[config.mk]
export PLATFORM = sky130hd
export DESIGN_NAME = int_to_decimal_ascii
export DESIGN_NICKNAME = d
export VERILOG_FILES = /design/src/rtl/core/i2d_pkg.sv /design/src/rtl/core/i2d_cell.sv /design/src/rtl/core/i2d_emit.sv /design/src/rtl/core/int_to_decimal_ascii.sv
export SDC_FILE = /design/constraint.sdc
export NUM_CORES = 1
export LEC_CHECK = 0
export BUFFER_PORTS_ARGS = -buffer_cell sky130_fd_sc_hd__buf_4
export CORE_MARGIN = 5
export CORE_UTILIZATION = 40
export DETAILED_ROUTE_END_ITERATION = 6
export HOLD_SLACK_MARGIN = 0.1
export PLACE_DENSITY = 0.61
export RECOVER_POWER = 100
export SETUP_SLACK_MARGIN = 0.3
export SKIP_LAST_GASP = 1
export SYNTH_ARGS = -nofsm -noshare
export SYNTH_HDL_FRONTEND = slang
export SYNTH_SLANG_ARGS = --single-unit
[constraint.sdc]
create_clock -name clk_i -period 44.2 [get_ports clk_i]
set_input_delay 8.84 -clock clk_i [delete_from_list [all_inputs] [get_ports clk_i]]
set_output_delay 8.84 -clock clk_i [all_outputs]
set_load 0.005 [all_outputs]
[src/rtl/core/i2d_pkg.sv]
`default_nettype none

package i2d_pkg;

  localparam int unsigned VALUE_WIDTH = 32;
  // decimal digits of 2^(VALUE_WIDTH-1)
  localparam int unsigned NUM_DIGITS  = ((VALUE_WIDTH - 1) * 30103) / 100000 + 1;
  localparam int unsigned BCD_W       = 4 * NUM_DIGITS;
  localparam int unsigned IDX_W       = $clog2(NUM_DIGITS);

  localparam logic [7:0] CHAR_ZERO  = 8'd48;
  localparam logic [7:0] CHAR_MINUS = 8'd45;

  typedef struct packed {
    logic                   neg;
    logic [VALUE_WIDTH-1:0] bin;
    logic [BCD_W-1:0]       bcd;
  } dd_word_t;

endpackage

`default_nettype wire

[src/rtl/core/i2d_cell.sv]
`default_nettype none

module i2d_cell (
  input  logic              clk_i,
  input  logic              rst_ni,
  input  logic              en_i,
  input  logic              valid_i,
  input  i2d_pkg::dd_word_t data_i,
  output logic              valid_o,
  output i2d_pkg::dd_word_t data_o
);
  import i2d_pkg::*;

  logic             valid_q;
  dd_word_t         data_q;
  dd_word_t         data_d;
  logic [BCD_W-1:0] adj;

  // add 3 to every digit of five or more, then shift one binary bit in
  always_comb begin
    adj = data_i.bcd;
    for (int i = 0; i < NUM_DIGITS; i++) begin
      if (data_i.bcd[4*i +: 4] >= 4'd5) begin
        adj[4*i +: 4] = data_i.bcd[4*i +: 4] + 4'd3;
      end
    end
    data_d.neg = data_i.neg;
    data_d.bcd = {adj[BCD_W-2:0], data_i.bin[VALUE_WIDTH-1]};
    data_d.bin = {data_i.bin[VALUE_WIDTH-2:0], 1'b0};
  end

  always_ff @(posedge clk_i or negedge rst_ni) begin
    if (!rst_ni) begin
      valid_q <= 1'b0;
    end else if (en_i) begin
      valid_q <= valid_i;
    end
  end

  always_ff @(posedge clk_i) begin
    if (en_i) begin
      data_q <= data_d;
    end
  end

  assign valid_o = valid_q;
  assign data_o  = data_q;

endmodule

`default_nettype wire

[src/rtl/core/i2d_emit.sv]
`default_nettype none

module i2d_emit (
  input  logic              clk_i,
  input  logic              rst_ni,
  input  logic              valid_i,
  input  i2d_pkg::dd_word_t data_i,
  output logic              ready_o,
  output logic              out_valid_o,
  input  logic              out_ready_i,
  output logic [7:0]        char_code_o,
  output logic              last_o
);
  import i2d_pkg::*;

  logic             busy_q;
  logic             neg_q;
  logic [BCD_W-1:0] bcd_q;
  logic [IDX_W-1:0] idx_q;
  logic [IDX_W-1:0] top_idx;
  logic [3:0]       digit;
  logic             xfer;
  logic             done;
  logic             load;

  // highest nonzero digit, zero when all digits are zero
  always_comb begin
    top_idx = '0;
    for (int i = 0; i < NUM_DIGITS; i++) begin
      if (data_i.bcd[4*i +: 4] != 4'd0) begin
        top_idx = IDX_W'(i);
      end
    end
  end

  assign xfer    = busy_q && out_ready_i;
  assign done    = xfer && last_o;
  assign ready_o = !busy_q || done;
  assign load    = valid_i && ready_o;

  always_ff @(posedge clk_i or negedge rst_ni) begin
    if (!rst_ni) begin
      busy_q <= 1'b0;
    end else if (load) begin
      busy_q <= 1'b1;
    end else if (done) begin
      busy_q <= 1'b0;
    end
  end

  always_ff @(posedge clk_i) begin
    if (load) begin
      neg_q <= data_i.neg;
      bcd_q <= data_i.bcd;
      idx_q <= top_idx;
    end else if (xfer) begin
      if (neg_q) begin
        neg_q <= 1'b0;
      end else if (idx_q != '0) begin
        idx_q <= idx_q - 1'b1;
      end
    end
  end

  assign digit       = bcd_q[{idx_q, 2'b00} +: 4];
  assign out_valid_o = busy_q;
  assign char_code_o = neg_q ? CHAR_MINUS : (CHAR_ZERO + {4'b0000, digit});
  assign last_o      = busy_q && !neg_q && (idx_q == '0);

endmodule

`default_nettype wire

[src/rtl/core/int_to_decimal_ascii.sv]
// the first character is valid once the value has passed all VALUE_WIDTH cells and been loaded into the emitter
// throughput: one character per cycle while out_ready_i is high, so one value per 1 to 11 characters
// (the text length), set by the single output character port
// a row of VALUE_WIDTH shift-and-add-3 cells holds up to VALUE_WIDTH values in flight
// reset: asynchronous, active low, clears the cell valid bits and the emitter busy flag
`default_nettype none

module int_to_decimal_ascii (
  input  logic                                clk_i,
  input  logic                                rst_ni,
  input  logic                                in_valid_i,
  output logic                                in_ready_o,
  input  logic signed [i2d_pkg::VALUE_WIDTH-1:0] value_i,
  output logic                                out_valid_o,
  input  logic                                out_ready_i,
  output logic [7:0]                          char_code_o,
  output logic                                last_o
);
  import i2d_pkg::*;

  logic                   cell_valid [VALUE_WIDTH+1];
  dd_word_t               cell_word  [VALUE_WIDTH+1];
  logic [VALUE_WIDTH-1:0] mag;
  logic                   emit_ready;
  logic                   en;

  // magnitude as unsigned, so the most negative value needs no special case
  assign mag = value_i[VALUE_WIDTH-1] ? (~value_i + 1'b1) : value_i;

  assign cell_valid[0]    = in_valid_i;
  assign cell_word[0].neg = value_i[VALUE_WIDTH-1];
  assign cell_word[0].bin = mag;
  assign cell_word[0].bcd = '0;

  assign en         = !cell_valid[VALUE_WIDTH] || emit_ready;
  assign in_ready_o = en;

  for (genvar g = 0; g < VALUE_WIDTH; g++) begin : g_cell
    i2d_cell u_cell (
      .clk_i   (clk_i),
      .rst_ni  (rst_ni),
      .en_i    (en),
      .valid_i (cell_valid[g]),
      .data_i  (cell_word[g]),
      .valid_o (cell_valid[g+1]),
      .data_o  (cell_word[g+1])
    );
  end

  i2d_emit u_emit (
    .clk_i       (clk_i),
    .rst_ni      (rst_ni),
    .valid_i     (cell_valid[VALUE_WIDTH]),
    .data_i      (cell_word[VALUE_WIDTH]),
    .ready_o     (emit_ready),
    .out_valid_o (out_valid_o),
    .out_ready_i (out_ready_i),
    .char_code_o (char_code_o),
    .last_o      (last_o)
  );

endmodule

`default_nettype wire

* Word level (Yosys, flattened, before mapping) *
Index checks and enable logic that the tools add are counted.

storage, ports and cells
  register bits after elaboration = 1667
  input bits = 36
  output and inout port bits = 11
  word-level logic and storage cells = 986

operators by class
  add/sub/neg operators = 268
  $lt $le $gt $ge = 265
  equality and inequality tests = 1
  shift-type cells = 1
  mux-type cells = 284
  bitwise gates (word level) = 1
  reduce and logical (&&, ||, !) cells = 25

operators with widths
  kind                     number
  $ge A4 B3 Y1 const B     255
  $mux W4                  246
  $add A4 B2 Y4 const B    234
  $add A3 B2 Y3 const B    21
  $mux W3                  21
  $reduce_bool A4 Y1       10
  $shiftx A40 B7 Y4        1
  $add A32 B1 Y32 const B  1
  $not A32 Y32             1
  $mux W31                 1
  $add A1 B2 Y3 const AB   9
  $ge A1 B3 Y1 const AB    9
  $mux W1                  15
  $mux W8                  1
  $add A6 B4 Y7 const A    1
  $reduce_bool A2 Y1       3
  $logic_and A1 B1 Y1      5
  $logic_not A4 Y1         1
  $sub A4 B1 Y4 const B    1
  $add A1 B2 Y3 const B    1
  $ge A1 B3 Y1 const B     1
  $logic_not A1 Y1         3
  $reduce_and A3 Y1        1
  $logic_or A1 B1 Y1       2
  $ne A2 B2 Y1 const B     1

* Depth between registers and ports, before layout *
  word-level depth = 11
  mapped depth = 9
  gate-level depth less buffers = 6

* By module *
A second synthesis with hierarchy kept.

unflattened totals
  cell total of the unflattened synthesis = 7658
  area total of the unflattened synthesis = 105347.3 µm²

modules (own cells, without submodules)
  module                instances  cells an instance  area each (µm²)  sequential area each (µm²)
  i2d_cell              32         232                3203.1           2187.1
  i2d_emit              1          134                2065.7           1376.3
  int_to_decimal_ascii  1          100                783.3            0.0

* Worst setup path after synthesis *
No wires, ideal clock.

  path kind = input to output
  start point = input port out_ready_i
  end point = output port in_ready_o
  arrival = 23017 ps
  required time = 35360 ps
  path slack = 12343 ps
  stages = 3
  buffers on the path = 1
  cells stage by stage = a21boi_0 > nand2_1 > buf_2

on the way
  word-level cells in the longest chain between the ends = 4

RTL lines
  what                 line                        source
  start: declaration   int_to_decimal_ascii.sv:15  input logic out_ready_i,
  $logic_and A1 B1 Y1  i2d_emit.sv:36              assign xfer = busy_q && out_ready_i;
  $logic_and A1 B1 Y1  i2d_emit.sv:37              assign done = xfer && last_o;
  $logic_or A1 B1 Y1   i2d_emit.sv:38              assign ready_o = !busy_q || done;
  $logic_or A1 B1 Y1   int_to_decimal_ascii.sv:35  assign en = !cell_valid[VALUE_WIDTH] || emit_ready;
  end: declaration     int_to_decimal_ascii.sv:12  output logic in_ready_o,

No other way between the ends.

* Final worst setup path *
  start point = input port out_ready_i
  end point = register g_cell[5].u_cell.data_q (netlist bit g_cell[5].u_cell.data_o[52]), enable pin

on the way
  word-level cells in the longest chain between the ends = 4

RTL lines
  what                    line                        source
  $logic_and A1 B1 Y1     i2d_emit.sv:36
  $logic_and A1 B1 Y1     i2d_emit.sv:37
  $logic_or A1 B1 Y1      i2d_emit.sv:38
  $logic_or A1 B1 Y1      int_to_decimal_ascii.sv:35
  end signal: assignment  i2d_cell.sv:42              data_q <= data_d;
  end: declaration        i2d_cell.sv:15              dd_word_t data_q;

No other way between the ends.
A chain may end at the register's enable or synchronous reset.

==> results.json <==
{
  "synth-edff-count": 1253,
  "cts_root_buf": "clkbuf_16",
  "post_cts_resized": 0,
  "grt_antenna_before_repair": 0,
  "tightest_slew_ns": 8.606,
  "fillers": 11978,
  "antennaDiodeCount": 0,
  "synthAdderAreaFrac_pct": 7.191,
  "fin_crit_ns": 21.70,
  "grt_pass1_vias": 27329,
  "place_inst": 5777,
  "drtPass1Iterations": 5,
  "synth-xor-area-share_pct": 2.954,
  "fin_skew_ns": 0.03863,
  "tns_ns": 0,
  "drt-total-wl_mm": 70.94,
  "yosysTopAreaCellShare_pct": 68.22,
  "fp.dieW_um": 381.3,
  "power_leakage_nw": 22.87,
  "yosys_warnings": 0,
  "grt_usage_pct": 9.945,
  "layout_common_cells": "edfxtp_1, nand2_1, inv_1, ha_1, o21ai_0",
  "yosys_most_used_dff": "edfxtp_1",
  "arrival_ns": 21.77,
  "cts_max_path_buffers": 3,
  "syn2layout_area_growth_pct": 12.51,
  "post_cts_buffers": 0,
  "maxCapViolCount": 16,
  "drc": 0,
  "hp-class": "register to register",
  "finalSetupViolations": 0,
  "regArea_sq_mm": 0.03845,
  "gr-max-usage-layer": "met2",
  "synth-simple-area-share_pct": 9.026,
  "ioPinCount": 47,
  "synth_compound_area_share_pct": 4.963,
  "finalCritPeriodShare_pct": 49.10,
  "grt.overflow.total": 0,
  "synthMuxAreaShare_pct": 3.818,
  "cts_sinks": 1286,
  "portBuffers": 43,
  "drive_gt1_share_pct": 6.395,
  "critical_path_class": "input port to register",
  "synth.distinct_cells": 46,
  "fmax_mhz": 46.08,
  "rsz0062_at_grt": "false",
  "initial_utilization_pct": 40.17,
  "first_iter_violations": 1255,
  "clk_latency_ns": 0.74,
  "grt_first_pass_wirelength_mm": 122.6,
  "synthTopCellsByArea": "edfxtp_1, ha_1, nand2_1, nand2b_1, xnor2_1",
  "layout.cells.non_filler": 6016,
  "violations": "capacitance limit, slew limit",
  "grt_max_degree": 184,
  "power_density_mw_per_mm2": 44.03,
  "avgSynthCellArea_sq_um": 14.00,
  "async_flop_share_pct": 2.566,
  "core_sq_mm": 0.1373,
  "critical_path.endpoint_type": "register",
  "die_y_um": 381.3,
  "status": "finished with violations",
  "critPathLaunchType": "input port",
  "final_common_cell": "edfxtp_1",
  "dieArea_sq_mm": 0.1454,
  "maxSlewViolCount": 1344,
  "ys_seq_area_share_pct": 69.72,
  "grtUsageMet2_pct": 18.11,
  "postCtsHoldBufs": 0,
  "multi_input_area_sq_mm": 0.01541,
  "path_max_fanout": 183,
  "grtUsageMet1_pct": 11.05,
  "ant_nets": 0,
  "rows": 136,
  "syn-cell-area_sq_mm": 0.05516,
  "hold_viol_final": 0,
  "viasPerCell": 4.599,
  "yosysTopAreaCell": "edfxtp_1",
  "clk_pin_slew_ns": 0.06,
  "num_vias": 27669,
  "cts_buffers": 136,
  "relSlewSlack_pct": -473.8,
  "synth_seq_cells": 1286,
  "wire_per_inst_um": 11.79,
  "synth_top_family_by_area": "simple AND/OR/NAND/NOR gates",
  "place_hpwl_mm": 45.06,
  "nets": 4474,
  "h-tree-depth": 4,
  "gp_congestion": 0.7377,
  "ir_drop_uv": 38.36,
  "cts_tree": "yes",
  "synthesis.instances": 3939,
  "power.total_mw": 2.732,
  "met3_usage_pct": 2.592,
  "crit_required_ns": 44.27
}
where the power goes:
group	internal (mW)	switching (mW)
Clock	0.654	0.454
Sequential	1.44	0.0358
Combinational	0.0626	0.0872
worst max-delay path, stage by stage:
cell,delay (ns)
clkbuf_1,0.12
a21boi_0,0.12
nand2_1,0.80
clkbuf_1,4.92
clkbuf_1,6.37
final cells by class:
type / instances / share of cell area [%]
clock buffers: 172 / 5.839
clock inverters: 67 / 1.214
inverters: 320 / 1.936
multi-input cells: 2318 / 24.84
flip-flops and latches: 1286 / 61.97
well taps: 1794 / 3.617
repair buffers: 59 / 0.5868
registers in the layout, indices dropped and copies added (netlist names):
name	cells
g_cell.u_cell.data_o	1208
u_emit.bcd_q	40
u_emit.out_valid_o	1
u_emit.neg_q	1
u_emit.idx_q	4
g_cell.u_cell.valid_o	32
Yosys cell counts (7+ instances only):
library cell,count
nand2_1,593
inv_1,320
mux4_2,8
ha_1,317
o31ai_1,12
xnor2_1,185
dfrtp_1,33
o21ai_0,313
nor2_1,167
mux2i_1,153
mux2_2,35
nor4_1,9
a21oi_1,170
nand2b_1,292
o41ai_1,7
edfxtp_1,1253
routing by layer:
metal	vias up	share of wire, %
li1	14296	-
met1	12971	41
met2	254	52
met3	148	3.9
met4	0	3.0
met5	-	0
final timing paths:
path / from / endpoint / slack (ns) / depth (start not counted)
max: out_ready_i / g_cell[5].u_cell.data_o[52]$_DFFE_PP_ / 22.50 / 5
min: g_cell[23].u_cell.data_o[66]$_DFFE_PP_ / g_cell[24].u_cell.data_o[67]$_DFFE_PP_ / 0.40 / 0
max reg2reg: u_emit.idx_q[0]$_DFFE_PP_ / g_cell[5].u_cell.data_o[52]$_DFFE_PP_ / 28.85 / 7
min reg2reg: g_cell[23].u_cell.data_o[66]$_DFFE_PP_ / g_cell[24].u_cell.data_o[67]$_DFFE_PP_ / 0.40 / 0
max in group asynchronous: rst_ni / g_cell[20].u_cell.valid_o$_DFFE_PN0P_ / 34.52 / 1
min in group asynchronous: rst_ni / g_cell[0].u_cell.valid_o$_DFFE_PN0P_ / 8.60 / 1
through the flow:
stage                     setup WS [ns]  hold WS, ns  util (%)  instance area, sq um
after floorplan                   12.34       0.4003         -                 55160
after global placement            25.50       0.4000     42.10                 57810
after detailed placement          25.47       0.4045     42.10                 57810
after CTS                         25.46       0.3973     45.29                 62190
after global routing              21.19       0.4100     45.19                 62050
final                             22.50       0.4035     45.19                 62050
cell families after synthesis:
logic type / after synthesis
buf+inv: 336
compound gates: 522
mux: 196
other cells: 2
fa+ha+maj: 317
simple gates: 1094
flops: 1286
xor+xnor: 186
Power figures use the tool's default switching activity.
